$ cat config.mk
export PLATFORM = sky130hd
export DESIGN_NAME = rfl_dp_flat
export DESIGN_NICKNAME = d
export VERILOG_FILES = /design/src/rtl/rfl_pkg.sv /design/src/rtl/rfl_if.sv /design/src/rtl/rfl_dp.sv /design/src/flat_wrapper.sv
export SDC_FILE = /design/constraint.sdc
export NUM_CORES = 1
export LEC_CHECK = 0
export ABC_AREA = 1
export ABC_CLOCK_PERIOD_IN_PS = 9000
export BUFFER_PORTS_ARGS = -buffer_cell sky130_fd_sc_hd__buf_2
export CAP_MARGIN = 10
export CORE_MARGIN = 2
export CORE_UTILIZATION = 45
export DETAILED_ROUTE_END_ITERATION = 10
export SYNTH_ARGS = -nofsm -noshare
export SYNTH_HDL_FRONTEND = slang
export SYNTH_SLANG_ARGS = --single-unit
$ cat constraint.sdc
create_clock -name clk_i -period 9 [get_ports clk_i]
set_input_delay 2.25 -clock clk_i [delete_from_list [all_inputs] [get_ports clk_i]]
set_output_delay 2.25 -clock clk_i [all_outputs]
set_load 0.01 [all_outputs]
$ cat src/rtl/rfl_pkg.sv
package rfl_pkg;

  // Field widths of the words on the three channels.
  localparam int COORD_W    = 16;
  localparam int WIDTH_W    = 12;
  localparam int HEIGHT_W   = 5;
  localparam int CFG_IDX_W  = 8;
  localparam int CFG_DATA_W = 16;

  // Signed working width for window bounds and displacement costs.
  localparam int CALC_W = 20;

  localparam int DEF_NUM_ROWS   = 1024;
  localparam int DEF_MAX_HEIGHT = 16;

  // Configuration register indexes.
  localparam logic [CFG_IDX_W-1:0] CFG_REGION_LEFT   = CFG_IDX_W'(0);
  localparam logic [CFG_IDX_W-1:0] CFG_REGION_RIGHT  = CFG_IDX_W'(1);
  localparam logic [CFG_IDX_W-1:0] CFG_REGION_BOTTOM = CFG_IDX_W'(2);
  localparam logic [CFG_IDX_W-1:0] CFG_REGION_TOP    = CFG_IDX_W'(3);

  localparam logic [COORD_W-1:0] REGION_RIGHT_RST = 16'hFFFF;
  localparam logic [COORD_W-1:0] REGION_TOP_RST   = 16'd1023;

  // Datapath operations selected by the control word.
  typedef enum logic [3:0] {
    OP_NOP,
    OP_CLR,
    OP_SWEEP,
    OP_ACCEPT,
    OP_SETUP_A,
    OP_SETUP_B,
    OP_ROW,
    OP_READ,
    OP_MAX,
    OP_COST,
    OP_PICK,
    OP_WR_INIT,
    OP_WRITE,
    OP_EMIT
  } op_e;

  // Jump conditions of the control word.
  typedef enum logic [3:0] {
    C_NONE,
    C_ALWAYS,
    C_NO_ITEM,
    C_NO_PASS,
    C_SWEEP_MORE,
    C_ROW_PAST,
    C_K_MORE,
    C_NO_ANY,
    C_OUT_FREE
  } cond_e;

  localparam int STEP_W = 4;

  // Program addresses.
  localparam logic [STEP_W-1:0] S_CLR        = 4'd0;
  localparam logic [STEP_W-1:0] S_SWEEP_RST  = 4'd1;
  localparam logic [STEP_W-1:0] S_IDLE       = 4'd2;
  localparam logic [STEP_W-1:0] S_SETUP_A    = 4'd3;
  localparam logic [STEP_W-1:0] S_SETUP_B    = 4'd4;
  localparam logic [STEP_W-1:0] S_SWEEP_PASS = 4'd5;
  localparam logic [STEP_W-1:0] S_ROW        = 4'd6;
  localparam logic [STEP_W-1:0] S_READ       = 4'd7;
  localparam logic [STEP_W-1:0] S_MAX        = 4'd8;
  localparam logic [STEP_W-1:0] S_COST       = 4'd9;
  localparam logic [STEP_W-1:0] S_PICK       = 4'd10;
  localparam logic [STEP_W-1:0] S_WR_INIT    = 4'd11;
  localparam logic [STEP_W-1:0] S_WRITE      = 4'd12;
  localparam logic [STEP_W-1:0] S_EMIT       = 4'd13;
  localparam logic [STEP_W-1:0] S_EMIT_WAIT  = 4'd14;

  typedef struct packed {
    op_e               op;
    cond_e             cond;
    logic [STEP_W-1:0] target;
  } ucode_t;

  // Status flags from the datapath that the jump conditions test.
  typedef struct packed {
    logic no_item;
    logic no_pass;
    logic sweep_more;
    logic row_past;
    logic k_more;
    logic no_any;
    logic out_free;
  } flags_t;

  // The program. A word jumps to its target when its condition holds,
  // otherwise the step counter moves on by one.
  function automatic ucode_t ucode_rom(input logic [STEP_W-1:0] s);
    ucode_t w;
    case (s)
      S_CLR:        w = '{OP_CLR,     C_NONE,       S_CLR};
      S_SWEEP_RST:  w = '{OP_SWEEP,   C_SWEEP_MORE, S_SWEEP_RST};
      S_IDLE:       w = '{OP_ACCEPT,  C_NO_ITEM,    S_IDLE};
      S_SETUP_A:    w = '{OP_SETUP_A, C_NONE,       S_SETUP_A};
      S_SETUP_B:    w = '{OP_SETUP_B, C_NO_PASS,    S_ROW};
      S_SWEEP_PASS: w = '{OP_SWEEP,   C_SWEEP_MORE, S_SWEEP_PASS};
      S_ROW:        w = '{OP_ROW,     C_ROW_PAST,   S_WR_INIT};
      S_READ:       w = '{OP_READ,    C_NONE,       S_READ};
      S_MAX:        w = '{OP_MAX,     C_K_MORE,     S_READ};
      S_COST:       w = '{OP_COST,    C_NONE,       S_COST};
      S_PICK:       w = '{OP_PICK,    C_ALWAYS,     S_ROW};
      S_WR_INIT:    w = '{OP_WR_INIT, C_NO_ANY,     S_EMIT};
      S_WRITE:      w = '{OP_WRITE,   C_K_MORE,     S_WRITE};
      S_EMIT:       w = '{OP_EMIT,    C_OUT_FREE,   S_IDLE};
      S_EMIT_WAIT:  w = '{OP_NOP,     C_ALWAYS,     S_EMIT};
      default:      w = '{OP_NOP,     C_ALWAYS,     S_IDLE};
    endcase
    return w;
  endfunction

  // Zero-extends a coordinate into the signed working width.
  function automatic logic signed [CALC_W-1:0] to_s(input logic [COORD_W-1:0] v);
    return $signed(CALC_W'(v));
  endfunction

endpackage

$ cat src/rtl/rfl_if.sv
interface rfl_in_if;
  import rfl_pkg::*;
  logic                valid;
  logic                ready;
  logic [COORD_W-1:0]  init_x;
  logic [COORD_W-1:0]  init_y;
  logic [WIDTH_W-1:0]  cell_width;
  logic [HEIGHT_W-1:0] cell_height;
  logic                new_pass;

  modport source (output valid, init_x, init_y, cell_width, cell_height, new_pass,
                  input ready);
  modport sink   (input valid, init_x, init_y, cell_width, cell_height, new_pass,
                  output ready);
endinterface

interface rfl_out_if;
  import rfl_pkg::*;
  logic               valid;
  logic               ready;
  logic [COORD_W-1:0] place_x;
  logic [COORD_W-1:0] place_y;
  logic               found;

  modport source (output valid, place_x, place_y, found, input ready);
  modport sink   (input valid, place_x, place_y, found, output ready);
endinterface


$ cat src/rtl/rfl_dp.sv
module rfl_dp #(
  parameter int NUM_ROWS   = rfl_pkg::DEF_NUM_ROWS,
  parameter int MAX_HEIGHT = rfl_pkg::DEF_MAX_HEIGHT
) (
  input  logic                          clk_i,
  input  logic                          rst_ni,
  input  rfl_pkg::op_e                  op_i,
  output rfl_pkg::flags_t               flags_o,
  rfl_in_if.sink                        in_i,
  rfl_out_if.source                     out_o,
  input  logic [rfl_pkg::COORD_W-1:0]   region_left_i,
  input  logic [rfl_pkg::COORD_W-1:0]   region_bottom_i,
  input  logic [rfl_pkg::COORD_W-1:0]   region_top_i,
  output logic                          mem_we_o,
  output logic [$clog2(NUM_ROWS)-1:0]   mem_waddr_o,
  output logic [rfl_pkg::COORD_W-1:0]   mem_wdata_o,
  output logic [$clog2(NUM_ROWS)-1:0]   mem_raddr_o,
  input  logic [rfl_pkg::COORD_W-1:0]   mem_rdata_i
);
  import rfl_pkg::*;

  localparam int ROW_W = $clog2(NUM_ROWS);
  localparam int HW    = $clog2(MAX_HEIGHT + 1);
  localparam int HCW   = (HW > HEIGHT_W) ? HW : HEIGHT_W;

  // Latched item
  logic [COORD_W-1:0] ix_q;
  logic [COORD_W-1:0] iy_q;
  logic [WIDTH_W-1:0] w_q;
  logic [HW-1:0]      h_q;
  logic               np_q;

  // Window and scan state
  logic signed [CALC_W-1:0] d_q, span_q, row_q, last_q;
  logic [COORD_W-1:0]       floor_q, x_q, fill_q, edge_q;
  logic [CALC_W-1:0]        dxa_q, dya_q, best_cost_q;
  logic [COORD_W-1:0]       best_x_q;
  logic [ROW_W-1:0]         pick_row_q, cnt_q;
  logic [HW-1:0]            k_q;
  logic                     any_q;

  // Result register
  logic               out_valid_q;
  logic [COORD_W-1:0] px_q, py_q;
  logic               found_q;

  // Combinational helpers
  logic [HCW-1:0]           h_raw;
  logic [HW-1:0]            h_in;
  logic signed [CALC_W-1:0] hs, h2, h3, lo, first, lim_a, lim_b, lim_c, last;
  logic signed [CALC_W-1:0] fl_t, dx, dy;
  logic [CALC_W-1:0]        cost;
  logic [COORD_W:0]         edge_sum;
  logic                     out_free;

  always_comb begin
    h_raw = HCW'(in_i.cell_height);
    if (h_raw == '0) begin
      h_in = HW'(1);
    end else if (h_raw > HCW'(MAX_HEIGHT)) begin
      h_in = HW'(MAX_HEIGHT);
    end else begin
      h_in = HW'(h_raw);
    end

    hs    = $signed(CALC_W'(h_q));
    h2    = hs <<< 1;
    h3    = h2 + hs;
    lo    = d_q - h2;
    first = lo[CALC_W-1] ? '0 : lo;
    lim_a = span_q - hs;
    lim_b = d_q + h3;
    lim_c = $signed(CALC_W'(NUM_ROWS)) - hs;
    last  = (lim_a < lim_b) ? lim_a : lim_b;
    if (lim_c < last) begin
      last = lim_c;
    end

    fl_t = to_s(ix_q) - $signed(CALC_W'(w_q));
    dx   = to_s(x_q) - to_s(ix_q);
    dy   = row_q - d_q;
    cost = dxa_q + dya_q;

    edge_sum = {1'b0, best_x_q} + (COORD_W + 1)'(w_q);
  end

  assign out_free = !out_valid_q || out_o.ready;

  assign flags_o.no_item    = !in_i.valid;
  assign flags_o.no_pass    = !np_q;
  assign flags_o.sweep_more = (cnt_q != ROW_W'(NUM_ROWS - 1));
  assign flags_o.row_past   = (row_q > last_q);
  assign flags_o.k_more     = ((k_q + HW'(1)) != h_q);
  assign flags_o.no_any     = !any_q;
  assign flags_o.out_free   = out_free;

  assign in_i.ready = (op_i == OP_ACCEPT);

  assign out_o.valid   = out_valid_q;
  assign out_o.place_x = px_q;
  assign out_o.place_y = py_q;
  assign out_o.found   = found_q;

  assign mem_raddr_o = row_q[ROW_W-1:0] + ROW_W'(k_q);
  assign mem_we_o    = (op_i == OP_SWEEP) || (op_i == OP_WRITE);
  assign mem_waddr_o = (op_i == OP_SWEEP) ? cnt_q : pick_row_q + ROW_W'(k_q);
  assign mem_wdata_o = (op_i == OP_SWEEP) ? fill_q : edge_q;

  always_ff @(posedge clk_i or negedge rst_ni) begin
    if (!rst_ni) begin
      out_valid_q <= 1'b0;
      cnt_q       <= '0;
      fill_q      <= '0;
      k_q         <= '0;
      any_q       <= 1'b0;
      np_q        <= 1'b0;
    end else begin
      // A new result may be loaded in the same cycle as the old one leaves.
      if ((op_i == OP_EMIT) && out_free) begin
        out_valid_q <= 1'b1;
      end else if (out_valid_q && out_o.ready) begin
        out_valid_q <= 1'b0;
      end
      case (op_i)
        OP_CLR: begin
          fill_q <= '0;
          cnt_q  <= '0;
        end
        OP_SWEEP: begin
          cnt_q <= cnt_q + ROW_W'(1);
        end
        OP_ACCEPT: begin
          ix_q <= in_i.init_x;
          iy_q <= in_i.init_y;
          w_q  <= in_i.cell_width;
          h_q  <= h_in;
          np_q <= in_i.new_pass;
        end
        OP_SETUP_A: begin
          d_q     <= to_s(iy_q) - to_s(region_bottom_i);
          span_q  <= to_s(region_top_i) - to_s(region_bottom_i);
          floor_q <= (fl_t > to_s(region_left_i)) ? fl_t[COORD_W-1:0] : region_left_i;
          fill_q  <= region_left_i;
          cnt_q   <= '0;
        end
        OP_SETUP_B: begin
          row_q  <= first;
          last_q <= last;
          any_q  <= 1'b0;
        end
        OP_ROW: begin
          x_q <= floor_q;
          k_q <= '0;
        end
        OP_READ: begin
          // Read data for row plus k lands in the RAM output register.
        end
        OP_MAX: begin
          if (mem_rdata_i > x_q) begin
            x_q <= mem_rdata_i;
          end
          k_q <= k_q + HW'(1);
        end
        OP_COST: begin
          dxa_q <= $unsigned(dx[CALC_W-1] ? -dx : dx);
          dya_q <= $unsigned(dy[CALC_W-1] ? -dy : dy);
        end
        OP_PICK: begin
          // Strict compare keeps the lowest row on equal cost.
          if (!any_q || (cost < best_cost_q)) begin
            any_q       <= 1'b1;
            best_cost_q <= cost;
            pick_row_q  <= row_q[ROW_W-1:0];
            best_x_q    <= x_q;
          end
          row_q <= row_q + CALC_W'(1);
        end
        OP_WR_INIT: begin
          edge_q <= edge_sum[COORD_W] ? '1 : edge_sum[COORD_W-1:0];
          k_q    <= '0;
        end
        OP_WRITE: begin
          k_q <= k_q + HW'(1);
        end
        OP_EMIT: begin
          if (out_free) begin
            found_q <= any_q;
            px_q    <= any_q ? best_x_q : '0;
            py_q    <= any_q ? COORD_W'(pick_row_q) + region_bottom_i : '0;
          end
        end
        OP_NOP: begin
        end
        default: begin
        end
      endcase
    end
  end
endmodule
$ cat src/flat_wrapper.sv
// flat-port wrapper written by rule: the top's interface ports become plain ports
module rfl_dp_flat import rfl_pkg::*;
#(
  parameter int NUM_ROWS   = rfl_pkg::DEF_NUM_ROWS,
  parameter int MAX_HEIGHT = rfl_pkg::DEF_MAX_HEIGHT
)
  (clk_i, rst_ni, op_i, flags_o, region_left_i, region_bottom_i, region_top_i, mem_we_o, mem_waddr_o, mem_wdata_o, mem_raddr_o, mem_rdata_i, in_i_valid, in_i_init_x, in_i_init_y, in_i_cell_width, in_i_cell_height, in_i_new_pass, in_i_ready, out_o_valid, out_o_place_x, out_o_place_y, out_o_found, out_o_ready);
  rfl_in_if in_i_i ();
  rfl_out_if out_o_i ();
  input  logic clk_i;
  input  logic rst_ni;
  input  rfl_pkg::op_e op_i;
  output rfl_pkg::flags_t flags_o;
  input  logic [rfl_pkg::COORD_W-1:0] region_left_i;
  input  logic [rfl_pkg::COORD_W-1:0] region_bottom_i;
  input  logic [rfl_pkg::COORD_W-1:0] region_top_i;
  output logic mem_we_o;
  output logic [$clog2(NUM_ROWS)-1:0] mem_waddr_o;
  output logic [rfl_pkg::COORD_W-1:0] mem_wdata_o;
  output logic [$clog2(NUM_ROWS)-1:0] mem_raddr_o;
  input  logic [rfl_pkg::COORD_W-1:0] mem_rdata_i;
  input wire logic [$bits(in_i_i.valid)-1:0] in_i_valid;
  input wire logic [$bits(in_i_i.init_x)-1:0] in_i_init_x;
  input wire logic [$bits(in_i_i.init_y)-1:0] in_i_init_y;
  input wire logic [$bits(in_i_i.cell_width)-1:0] in_i_cell_width;
  input wire logic [$bits(in_i_i.cell_height)-1:0] in_i_cell_height;
  input wire logic [$bits(in_i_i.new_pass)-1:0] in_i_new_pass;
  output wire logic [$bits(in_i_i.ready)-1:0] in_i_ready;
  output wire logic [$bits(out_o_i.valid)-1:0] out_o_valid;
  output wire logic [$bits(out_o_i.place_x)-1:0] out_o_place_x;
  output wire logic [$bits(out_o_i.place_y)-1:0] out_o_place_y;
  output wire logic [$bits(out_o_i.found)-1:0] out_o_found;
  input wire logic [$bits(out_o_i.ready)-1:0] out_o_ready;
  assign in_i_i.valid = in_i_valid;
  assign in_i_i.init_x = in_i_init_x;
  assign in_i_i.init_y = in_i_init_y;
  assign in_i_i.cell_width = in_i_cell_width;
  assign in_i_i.cell_height = in_i_cell_height;
  assign in_i_i.new_pass = in_i_new_pass;
  assign in_i_ready = in_i_i.ready;
  assign out_o_valid = out_o_i.valid;
  assign out_o_place_x = out_o_i.place_x;
  assign out_o_place_y = out_o_i.place_y;
  assign out_o_found = out_o_i.found;
  assign out_o_i.ready = out_o_ready;
  rfl_dp #(.NUM_ROWS(NUM_ROWS), .MAX_HEIGHT(MAX_HEIGHT)) u_core (.clk_i(clk_i), .rst_ni(rst_ni), .op_i(op_i), .flags_o(flags_o), .in_i(in_i_i), .out_o(out_o_i), .region_left_i(region_left_i), .region_bottom_i(region_bottom_i), .region_top_i(region_top_i), .mem_we_o(mem_we_o), .mem_waddr_o(mem_waddr_o), .mem_wdata_o(mem_wdata_o), .mem_raddr_o(mem_raddr_o), .mem_rdata_i(mem_rdata_i));
endmodule
---- Word level (Yosys, flattened, before mapping) ----
Index checks and enable logic that the tools add are counted.
storage, ports and cells
  register bits after elaboration ......... 330
  input port bits ......................... 122
  output and inout port bits .............. 79
  word-level logic and storage cells ...... 120
cells by class
  add/sub/neg operators ................... 20
  order comparisons ....................... 7
  equal/unequal tests ..................... 16
  multiplexer cells ....................... 19
  reduce and logical (&&, ||, !) cells .... 30
operators by type and width
  cell                                                             count
  16-bit one-hot mux with 2 select lines                           2
  20-bit < comparator                                              3
  19-bit 2-to-1 mux                                                3
  16-bit by 16-bit subtractor with 17-bit output                   3
  16-bit 2-to-1 mux                                                3
  20-bit adder                                                     2
  20-bit 2-to-1 mux                                                2
  20-bit one-hot mux with 2 select lines                           1
  4-bit equality test, second input constant                       6
  10-bit by 5-bit adder with 10-bit output                         2
  20-bit by 2-bit adder with 20-bit output, second input constant  1
  20-bit by 17-bit greater-than comparator with 1-bit output       1
  20-bit greater-than comparator                                   1
  17-bit negator with 20-bit output                                1
  20-bit negator                                                   1
  10-bit one-hot mux with 2 select lines                           1
  20-bit subtractor                                                1
  20-bit by 6-bit subtractor with 20-bit output                    1
  20-bit by 7-bit subtractor with 20-bit output                    1
  16-bit by 12-bit adder with 17-bit output                        1
  16-bit by 12-bit subtractor with 17-bit output                   1
  10-bit by 16-bit adder with 16-bit output                        1
  16-bit greater-than comparator                                   1
  2-bit AND reduction                                              7
  other kinds (23)                                                 45

---- Logic depth before layout (Yosys ltp) ----
Gate-level depths: netlist (run 1).
  depth after elaboration ................. 6
  mapped depth ............................ 40
  depth with buffers taken out ............ 38

---- Worst setup path after synthesis (run 1) ----
No wires, ideal clock.
  path type ............................... in2reg
  start point ............................. in rst_ni
  end point ............................... reg u_core.h_q[0] (enable)
  library setup time ...................... 577 ps
  data arrival time ....................... 7,150 ps
  data required time ...................... 8,423 ps
  slack ................................... 1,273 ps
  stages on the path ...................... 2
  buffers on the path ..................... 0
  cell sequence ........................... clkinv_1 nor4_1
on the way
  word-level cells in the longest chain between the ends .. 1
RTL lines
  item                           RTL line            text
  start: declaration             flat_wrapper.sv:11  input logic rst_ni;
  2-bit AND reduction (no line)  --
  end signal: assignment         rfl_dp.sv:136       h_q <= h_in;
  end: declaration               rfl_dp.sv:30        logic [HW-1:0] h_q;
Every way passes these cells.
A chain may end at the register's enable or synchronous reset.

---- Worst setup path in the final report (run 1) ----
  start point ............................. in op_i[2]
  end point ............................... out mem_waddr_o[4]
on the way
  word-level cells in the longest chain between the ends .. 2
RTL lines
  item                                            RTL line            text
  start: declaration                              flat_wrapper.sv:12  input rfl_pkg::op_e op_i;
  4-bit by 2-bit equality test with 1-bit output  rfl_dp.sv:106       assign mem_waddr_o = (op_i == OP_SWEEP) ? cnt_q : pick_row_q + ROW_W'(k_q);
  10-bit 2-to-1 mux                               rfl_dp.sv:106
  end: declaration                                flat_wrapper.sv:18  output logic [$clog2(NUM_ROWS)-1:0] mem_waddr_o;
Every way passes these cells.

==> results_tabular.tex, run 1 <==
\begin{tabular}{lr}
\hline
Metric & Value \\
\hline
\multicolumn{2}{l}{\textbf{Power and ir drop}} \\
Maximum VDD drop & $\sim$140 uV \\
Pleak & about 0.012 uW \\
Ratio of total power to cell area & about 150 mW/mm\^{}2 \\
\multicolumn{2}{l}{\textbf{Yosys}} \\
Most frequently used flop master after synthesis & sky130\_fd\_sc\_hd\_\_edfxtp\_1 \\
Total of flip-flops plus latches after synthesis & around 320 \\
Biggest area consumer among synthesized cells & sky130\_fd\_sc\_hd\_\_edfxtp\_1 \\
Sequential area share after synthesis & roughly two fifths \\
Number of instances in the synthesized netlist & $\sim$2600 \\
Syn. warnings & 0 \\
Post-synthesis instance area & 0.02300 mm\^{}2 \\
Synth area leaders & sky130\_fd\_sc\_hd\_\_edfxtp\_1 38\%, sky130\_fd\_sc\_hd\_\_ha\_1 14\%, sky130\_fd\_sc\_hd\_\_nand2\_1 7.9\% \\
Count of cell types in the netlist & 57 \\
Synthesized area per cell & approximately 8.9 um\^{}2 \\
Number of enable flip-flop cells after synthesis & slightly below 300 \\
Fraction of registers with async set or reset after synthesis & around a tenth \\
Share of Yosys cell area claimed by the top area cell type & a little under two fifths \\
\multicolumn{2}{l}{\textbf{Cells and area}} \\
Area added between synthesis and finish & 13.81\% \\
Most common library cell in the layout ignoring fill and taps & sky130\_fd\_sc\_hd\_\_nand2\_1 \\
Fraction of final layout cells with drive strength greater than 1 & approximately 12\% \\
Non-filler cells, final & between 3000 and 4000 \\
Final instance area & between 0.02 and 0.03 mm\^{}2 \\
Commonest non-fill, non-tap cells in the layout & 481 x sky130\_fd\_sc\_hd\_\_nand2\_1, 434 x sky130\_fd\_sc\_hd\_\_inv\_1, 290 x sky130\_fd\_sc\_hd\_\_edfxtp\_1 \\
Diodes inserted & 0 \\
Nets & about 3200 \\
\multicolumn{2}{l}{\textbf{Worst hold path}} \\
Type of the tightest min-delay check & reg2reg \\
\multicolumn{2}{l}{\textbf{Route}} \\
Drt drc & 0 \\
Total wire length & 61.01 mm \\
Post-DR wirelength/cell & about 17 um \\
Antenna Nets Post-Route & 0 \\
Ratio of routed vias to standard cells & about 5.2 \\
Number of DRC violations after detailed-routing iteration 0 & about 1200 \\
Length of the first detailed-routing pass in iterations & 6 \\
Total number of vias & between 15000 and 20000 \\
\multicolumn{2}{l}{\textbf{Outcome}} \\
Outcome & completed \\
\multicolumn{2}{l}{\textbf{CTS}} \\
Clock tree from TritonCTS & yes \\
Post-CTS repair timing setup buffer count & 0 \\
Number of buffers added by the clock tree synthesis step & 41 \\
H-Tree Depth & 2 \\
Largest buffer count on any clock path & 3 \\
Count of hold-fix buffers inserted at cts & 0 \\
Clk root buf & sky130\_fd\_sc\_hd\_\_clkbuf\_16 \\
Clock network latency to the later pin of the worst-skew pair & $\sim$0.58 ns \\
Reg clk slew, reported paths & 0.05 ns \\
Resized Gates After CTS & 0 \\
TritonCTS sink count & 324 \\
\multicolumn{2}{l}{\textbf{Timing}} \\
Period Utilization, post-route & approximately 83\% \\
Transition time at the pin with the least slew margin & $\sim$1.1 ns \\
Worst-case headroom to the max-slew limit & between 20 and 30\% \\
Post-Route Setup TNS & 0 ns \\
Setup repair after global routing missed its margin & false \\
Time the final worst path needs with I/O delays and setup & roughly 7.5 ns \\
Max Slew Vio Count & 0 \\
Number of hold violations in the final report & 0 \\
Endpoints failing setup & 0 \\
Achievable Freq & between 100 and 150 MHz \\
Setup clock skew after layout & between 0.03 and 0.04 ns \\
\multicolumn{2}{l}{\textbf{Placed design}} \\
Estimated wirelength of the detail-placed design & a little under 50 mm \\
Cell Area, Placed & approximately 0.025 mm\^{}2 \\
Port Buf Inserts & 200 \\
Number of placed cells counting well taps & $\sim$3500 \\
Placer congestion estimate & a little under 0.9 \\
\multicolumn{2}{l}{\textbf{Global route}} \\
Maximum number of pins on one net before global-route repair & 51 \\
Number of global-route vias before repair & between 15000 and 20000 \\
Antenna violations before repair & 1 \\
Total global routing track utilization & approximately 23\% \\
Sum of overflow across all layers after global routing & 0 \\
Global-route wire length before repair & about 96 mm \\
\multicolumn{2}{l}{\textbf{Die}} \\
Initial core utilization & between 40 and 50\% \\
Number of I/O pins & between 200 and 250 \\
Floorplan die height & 230.1 um \\
Core Area & slightly above 0.05 mm\^{}2 \\
\# rows & 82 \\
Die X-Extent & 230.1 um \\
Die area & 0.05293 mm\^{}2 \\
\multicolumn{2}{l}{\textbf{Setup path}} \\
CP Max Fanout & 45 \\
Data required time of the critical path & about 6.8 ns \\
Worst endpoint data arrival time & 5.24 ns \\
Critical path start-end classification & in2out \\
Critical path launch point type & input pin \\
Kind of end point of the critical path & primary output \\
\multicolumn{2}{l}{\textbf{Run}} \\
Max-Cap Viols & 0 \\
\hline
\end{tabular}
[kinds of logic after synthesis]
logic type | share of synthesized area (%)
AOI/OAI and AO/OA | 11.08
xor gates and xnor gates | 7.045
adders and majority gates | 15.53
buffers and inverters | 7.828
DFF | 41.56
other | 0.01630
and+or+nand+nor | 16.95
[synth_stat cells (5+ instances only)]
cell type                  count
sky130_fd_sc_hd__inv_2        11
sky130_fd_sc_hd__inv_1       434
sky130_fd_sc_hd__o22ai_1      25
sky130_fd_sc_hd__nand3_1     105
sky130_fd_sc_hd__o31ai_1       9
sky130_fd_sc_hd__nand3_2       8
sky130_fd_sc_hd__a31oi_1       6
sky130_fd_sc_hd__edfxtp_1    290
sky130_fd_sc_hd__a21boi_0      5
sky130_fd_sc_hd__nor4_1        7
sky130_fd_sc_hd__o21ai_0     142
sky130_fd_sc_hd__xor2_1      146
sky130_fd_sc_hd__nand4_1      35
sky130_fd_sc_hd__nand3b_1      5
sky130_fd_sc_hd__nor3_1       39
sky130_fd_sc_hd__nand2_4       9
sky130_fd_sc_hd__nand2_1     481
sky130_fd_sc_hd__xnor2_1      39
sky130_fd_sc_hd__a211oi_1     12
sky130_fd_sc_hd__a21o_1       12
sky130_fd_sc_hd__ha_1        263
sky130_fd_sc_hd__fa_1         14
sky130_fd_sc_hd__o211ai_1      6
sky130_fd_sc_hd__nand2_2      20
sky130_fd_sc_hd__nor2_1      151
sky130_fd_sc_hd__o21bai_1     15
sky130_fd_sc_hd__dfrtp_1      34
sky130_fd_sc_hd__o21a_1        7
sky130_fd_sc_hd__a21oi_1     194
sky130_fd_sc_hd__clkbuf_1     20
sky130_fd_sc_hd__or2_2         5
[power by group]
part	leakage [uW]	total [uW]	internal (uW)	switching [uW]
clock	0.000631	1590	917	676
combinational	0.00876	579	214	365
sequential	0.00307	1720	1700	28.9
total	0.0125	3900	2830	1070
[final cells by class]
class	count	area [um^2]
clock inverter	26	212.7
multi-input combinational	1801	11690
fill	4724	24100
clock buffer	48	1074
timing repair buffer	216	1121
inverter	448	1682
tap	672	840.8
sequential	324	9559
[path summary, 6_finish.rpt]
check,end,cells after the start,from,slack (ns)
max in group asynchronous,u_core.cnt_q[0],2,rst_ni,6.91
max,mem_waddr_o[4],7,op_i[2],1.51
max reg2reg,u_core.last_q[0],36,u_core.h_q[0],2.15
min in group asynchronous,u_core.fill_q[8],2,rst_ni,1.72
min reg2reg,u_core.best_x_q[7],0,u_core.x_q[7],0.49
min,u_core.best_x_q[7],0,u_core.x_q[7],0.49
[sequential cells by signal, indices dropped and copies added (netlist names), 5 cells and up]
register and count:
u_core.edge_q 16, u_core.last_q 20, u_core.w_q 12, u_core.fill_q 16, u_core.iy_q 16, u_core.ix_q 16, u_core.dya_q 20, u_core.out_o.place_x 16
u_core.row_q 20, u_core.best_x_q 16, u_core.span_q 17, u_core.out_o.place_y 16, u_core.x_q 16, u_core.cnt_q 10, u_core.dxa_q 20, u_core.floor_q 16
u_core.best_cost_q 20, u_core.h_q 5, u_core.pick_row_q 10, u_core.d_q 17, u_core.k_q 5
[through the flow]
step / hold WS, ns / total power, uW / util, % / setup WS [ns]
after floorplan: 0.4447 / 2133 / - / 1.273
after detailed placement: 0.4697 / 2330 / 49.51 / 1.533
after global placement: 0.4747 / 2317 / 49.51 / 1.714
after CTS: 0.4888 / 3938 / 52.07 / 1.516
final: 0.4901 / 3896 / 52.07 / 1.514
after global routing: 0.5156 / 4077 / 52.07 / 0.9414
[routing by layer]
| metal | wire (um) | track usage [%] |
|---|---|---|
| met5 | 11 | 0 |
| met4 | 1581 | 6.875 |
| met3 | 3998 | 3.931 |
| met2 | 26680 | 35.85 |
| met1 | 28740 | 33.13 |
[worst max-delay path: stages]
cell and delay [ns]:
sky130_fd_sc_hd__buf_2 0.13, sky130_fd_sc_hd__nor2_1 0.14, sky130_fd_sc_hd__inv_1 0.10, sky130_fd_sc_hd__nor2_1 0.72, sky130_fd_sc_hd__clkinv_1 1.16, sky130_fd_sc_hd__o22ai_1 0.53
sky130_fd_sc_hd__buf_2 0.20
(Power assumes the default switching activity.)
==> run 2, diff against run 1 <==
--- a/config.mk
+++ b/config.mk
@@ -5,13 +5,14 @@
 export SDC_FILE = /design/constraint.sdc
 export NUM_CORES = 1
 export LEC_CHECK = 0
-export ABC_AREA = 1
-export ABC_CLOCK_PERIOD_IN_PS = 9000
+export ABC_AREA = 0
+export ABC_CLOCK_PERIOD_IN_PS = 6650
 export BUFFER_PORTS_ARGS = -buffer_cell sky130_fd_sc_hd__buf_2
 export CAP_MARGIN = 10
 export CORE_MARGIN = 2
 export CORE_UTILIZATION = 45
 export DETAILED_ROUTE_END_ITERATION = 10
+export PLACE_DENSITY = 0.65
 export SYNTH_ARGS = -nofsm -noshare
 export SYNTH_HDL_FRONTEND = slang
 export SYNTH_SLANG_ARGS = --single-unit
==> constraint.sdc (replaced) <==
create_clock -name clk_i -period 6.65 [get_ports clk_i]
set_input_delay 1.6625 -clock clk_i [delete_from_list [all_inputs] [get_ports clk_i]]
set_output_delay 1.6625 -clock clk_i [all_outputs]
set_load 0.01 [all_outputs]
==> run 2 against run 1 <==
  * The run now ends with negative setup slack left
  * Utilization is 1.4 points higher
  * Critical endpoint is now u_core.last_q[4]
  * Clock skew is 0.0013 ns higher
  * Synthesized area is 0.21% lower
  * Routed wire length is 1.8% higher
  * Sequential share of layout area is 0.95 points lower
  * Combinational power is 32% higher
  * Critical path type is now reg2reg
  * First-iteration DRC count is 6.1% lower
==> results_tabular.tex, run 2 <==
\begin{tabular}{lr}
\hline
Metric & Value \\
\hline
\multicolumn{2}{l}{\textbf{Outcome}} \\
Outcome & finished, violations left \\
Violations in the final reports & negative setup slack \\
\multicolumn{2}{l}{\textbf{Setup path}} \\
Worst endpoint data arrival time & 7.47 ns (+2.23 ns) \\
Critical-path top delay cell & sky130\_fd\_sc\_hd\_\_edfxtp\_1 \\
CP Max Fanout & 5 (-89\%) \\
Largest delay contributor family on the critical path & compound AO/OA/AOI/OAI gates \\
Kind of end point of the critical path & register \\
Worst path buffer plus inverter count & 6 (+2) \\
Data required time of the critical path & 7.07 ns (+0.32 ns) \\
Worst stage delay on the critical path & 0.43 ns (-0.73 ns) \\
Critical path start-end classification & reg2reg \\
Critical path launch point type & register \\
Most common cell type on the critical path & sky130\_fd\_sc\_hd\_\_buf\_4 \\
\multicolumn{2}{l}{\textbf{Power and ir drop}} \\
Ratio of total power to cell area & 192.6 mW/mm\^{}2 (+29\%) \\
Sw frac & 26.27\% (-1.2 points) \\
Power share of the combinational group & 14.8\% (about the same) \\
Part of the total power dissipated in the clock network & 40.2\% (-0.7 points) \\
Pleak & 0.01160 uW (-6.9\%) \\
Flop pwr share & 45.0\% (+0.8 points) \\
Maximum VDD drop & 261.7 uV (+88\%) \\
Psw & 1360 uW (+27\%) \\
Internal Dissipation & 3817 uW (+35\%) \\
\multicolumn{2}{l}{\textbf{Global route}} \\
Antenna violations before repair & 4 (+3) \\
Global-route wire length before repair & 96.52 mm (+0.21\%) \\
Total global routing track utilization & 23.32\% (+0.19 points) \\
Sum of overflow across all layers after global routing & 0 (unchanged) \\
Maximum number of pins on one net before global-route repair & 51 (unchanged) \\
Number of global-route vias before repair & 17725 (-2.1\%) \\
\multicolumn{2}{l}{\textbf{Timing}} \\
Fin worst setup slack & -0.3935 ns (-1.908 ns) \\
Setup repair after global routing missed its margin & true \\
Time the final worst path needs with I/O delays and setup & about 7.0 ns \\
Setup clock skew after layout & 0.03267 ns (+0.001337 ns) \\
Period Utilization, post-route & 105.9\% \\
Max Slew Vio Count & 0 (unchanged) \\
Worst-case headroom to the max-slew limit & 22.22\% (-3.1 points) \\
Endpoints failing setup & 19 (+19) \\
Achievable Freq & roughly 140 MHz \\
Transition time at the pin with the least slew margin & 1.164 ns (+0.05031 ns) \\
Number of hold violations in the final report & 0 (unchanged) \\
\multicolumn{2}{l}{\textbf{Yosys}} \\
Count leader, synth & sky130\_fd\_sc\_hd\_\_edfxtp\_1 \\
Number of enable flip-flop cells after synthesis & 290 (unchanged) \\
Most frequently used flop master after synthesis & sky130\_fd\_sc\_hd\_\_edfxtp\_1 \\
Synth area leaders & sky130\_fd\_sc\_hd\_\_edfxtp\_1 38\%, sky130\_fd\_sc\_hd\_\_ha\_1 14\%, sky130\_fd\_sc\_hd\_\_xnor2\_1 5.6\% \\
Post-synthesis instance area & 0.02295 mm\^{}2 (-0.21\%) \\
Total of flip-flops plus latches after synthesis & 324 (unchanged) \\
Syn. warnings & 0 (unchanged) \\
Count of cell types in the netlist & 83 (+46\%) \\
Top cells by count, synth & 290 x sky130\_fd\_sc\_hd\_\_edfxtp\_1, 263 x sky130\_fd\_sc\_hd\_\_ha\_1, 235 x sky130\_fd\_sc\_hd\_\_inv\_1, 156 x sky130\_fd\_sc\_hd\_\_nor2\_1, 146 x sky130\_fd\_sc\_hd\_\_xnor2\_1 \\
Synthesized area per cell & 10.31 um\^{}2 (+16\%) \\
Number of instances in the synthesized netlist & 2227 (-14\%) \\
Fraction of registers with async set or reset after synthesis & 10.49\% (unchanged) \\
Share of Yosys cell area claimed by the top area cell type & 37.94\% (+0.081 points) \\
Biggest area consumer among synthesized cells & sky130\_fd\_sc\_hd\_\_edfxtp\_1 \\
Sequential area share after synthesis & 41.65\% (+0.088 points) \\
\multicolumn{2}{l}{\textbf{Cells and area}} \\
Area of the multi-input gates & 0.01259 mm\^{}2 (+7.8\%) \\
Area added between synthesis and finish & 17.11\% \\
Fraction of final layout cells with drive strength greater than 1 & 18.06\% (+5.9 points) \\
Share of the core filled with cells in the final layout & 53.46\% (+1.4 points) \\
Non-filler cells, final & 3225 (-8.8\%) \\
Commonest non-fill, non-tap cells in the layout & 290 x sky130\_fd\_sc\_hd\_\_edfxtp\_1, 260 x sky130\_fd\_sc\_hd\_\_ha\_1, 235 x sky130\_fd\_sc\_hd\_\_inv\_1 \\
Nets & 2923 (-9.5\%) \\
Most common library cell in the layout ignoring fill and taps & sky130\_fd\_sc\_hd\_\_edfxtp\_1 \\
Fillcell total & 4462 (-5.5\%) \\
Storage cell area & 0.009559 mm\^{}2 (unchanged) \\
\multicolumn{2}{l}{\textbf{Placed design}} \\
Estimated wirelength of the detail-placed design & 48.63 mm (-0.97\%) \\
Minimum setup slack after placement & -0.4371 ns (-1.970 ns) \\
Port Buf Inserts & 200 (unchanged) \\
Placer congestion estimate & 0.9399 (+5.3\%) \\
Number of placed cells counting well taps & 3143 (-9.2\%) \\
\multicolumn{2}{l}{\textbf{CTS}} \\
H-Tree Depth & 2 (unchanged) \\
Largest buffer count on any clock path & 3 (unchanged) \\
Reg clk slew, reported paths & 0.06 ns (about the same) \\
Clock tree from TritonCTS & yes \\
Number of buffers added by the clock tree synthesis step & 38 (-7.3\%) \\
TritonCTS sink count & 324 (unchanged) \\
Clk root buf & sky130\_fd\_sc\_hd\_\_clkbuf\_16 \\
Clock network latency to the later pin of the worst-skew pair & 0.59 ns (about the same) \\
\multicolumn{2}{l}{\textbf{Route}} \\
Drt drc & 0 (unchanged) \\
Ratio of routed vias to standard cells & 5.515 (+5.5\%) \\
Total number of vias & 17787 (-3.8\%) \\
Number of DRC violations after detailed-routing iteration 0 & 1157 (-6.1\%) \\
Highest metal layer with signal wires & met5 \\
Total wire length & 62.09 mm (+1.8\%) \\
Post-DR wirelength/cell & 19.25 um (+12\%) \\
Met2 Wirelength & 28.51 mm (+6.8\%) \\
Routed metal-1 wire length & 28.38 mm (-1.2\%) \\
Length of the first detailed-routing pass in iterations & 5 (-1) \\
Antenna Nets Post-Route & 0 (unchanged) \\
Met3 WL post-DR & 3.656 mm (-8.6\%) \\
\multicolumn{2}{l}{\textbf{Die}} \\
Die area & 0.05282 mm\^{}2 (-0.21\%) \\
Die X-Extent & 229.8 um (-0.10\%) \\
Initial core utilization & 45.65\% (-0.097 points) \\
Number of I/O pins & 201 (unchanged) \\
Floorplan die height & 229.8 um (-0.10\%) \\
Core Area & 0.05027 mm\^{}2 (unchanged) \\
\# rows & 82 (unchanged) \\
\multicolumn{2}{l}{\textbf{Run}} \\
Max-Cap Viols & 0 (unchanged) \\
\multicolumn{2}{l}{\textbf{Worst hold path}} \\
Type of the tightest min-delay check & reg2reg \\
\hline
\end{tabular}
-- run 2: stage by stage --
| stage | area (um^2) | total power [uW] | TNS [ns] | hold WS, ns |
|---|---|---|---|---|
| 5_1_grt | 26880 | 5378 | -14.23 | 0.5019 |
| 3_3_place_gp | 25390 | 3085 | -5.322 | 0.4748 |
| 2_1_floorplan | 23050 | 2852 | -3.006 | 0.4543 |
| 3_5_place_dp | 25390 | 3107 | -7.229 | 0.4764 |
| 4_1_cts | 26820 | 5214 | -5.361 | 0.4847 |
| 6_report | 26880 | 5177 | -6.592 | 0.4926 |
-- run 2: what timing repair did --
item / 4_1_cts / 5_1_grt
setup endpoints to repair: 19 / 19
gates resized for setup: 20 / 10
pin swaps: 11 / 3
gates cloned: 4 / 0
buffers inserted: 10 / 2
hold buffers: 0 / 0
-- run 2: kinds of logic (layout without fill, tap and decap cells) --
| logic type | after synthesis | count (layout) | share of synthesized area (%) |
|---|---|---|---|
| AOI/OAI and AO/OA | 483 | 484 | 14.03 |
| xor gates and xnor gates | 218 | 218 | 8.575 |
| adders and majority gates | 277 | 277 | 15.56 |
| buffers and inverters | 272 | 594 | 4.585 |
| DFF | 324 | 324 | 41.65 |
| muxes | 64 | 64 | 3.042 |
| other | 1 | 4 | 0.01634 |
| and+or+nand+nor | 588 | 588 | 12.54 |
-- run 2: layer usage --
layer / global-route usage [%] / up-vias
li1: - / 8635
met1: 32.12 / 8555
met2: 38.10 / 501
met3: 3.336 / 90
met4: 7.097 / 6
met5: 0 / -
-- run 2: final timing paths --
check,from,to,slack [ns],cells after the start
setup / recovery,u_core.h_q[1],u_core.last_q[4],-0.39,35
hold / removal,u_core.x_q[7],u_core.best_x_q[7],0.49,0
setup reg to reg,u_core.h_q[1],u_core.last_q[4],-0.39,35
hold reg to reg,u_core.x_q[7],u_core.best_x_q[7],0.49,0
max in group asynchronous,rst_ni,u_core.cnt_q[5],4.93,2
min in group asynchronous,rst_ni,u_core.fill_q[1],0.99,1
-- run 2: cell type report --
class | count | share of cell area, %
antenna | 1 | 0.009310
clock buffer | 45 | 3.673
clock inverter | 23 | 0.8286
inverter | 238 | 3.324
multi-input combinational | 1634 | 46.86
sequential | 324 | 35.56
tap | 672 | 3.128
timing repair buffer | 288 | 6.615
-- run 2: power groups by stage --
stage / Combinational [uW] / Clock [uW] / Sequential [uW]
after CTS: 761 / 2130 / 2330
after floorplan: 498 / 0 / 2350
after global placement: 718 / 0 / 2370
after global routing: 852 / 2190 / 2330
after detailed placement: 737 / 0 / 2370
final: 766 / 2080 / 2330
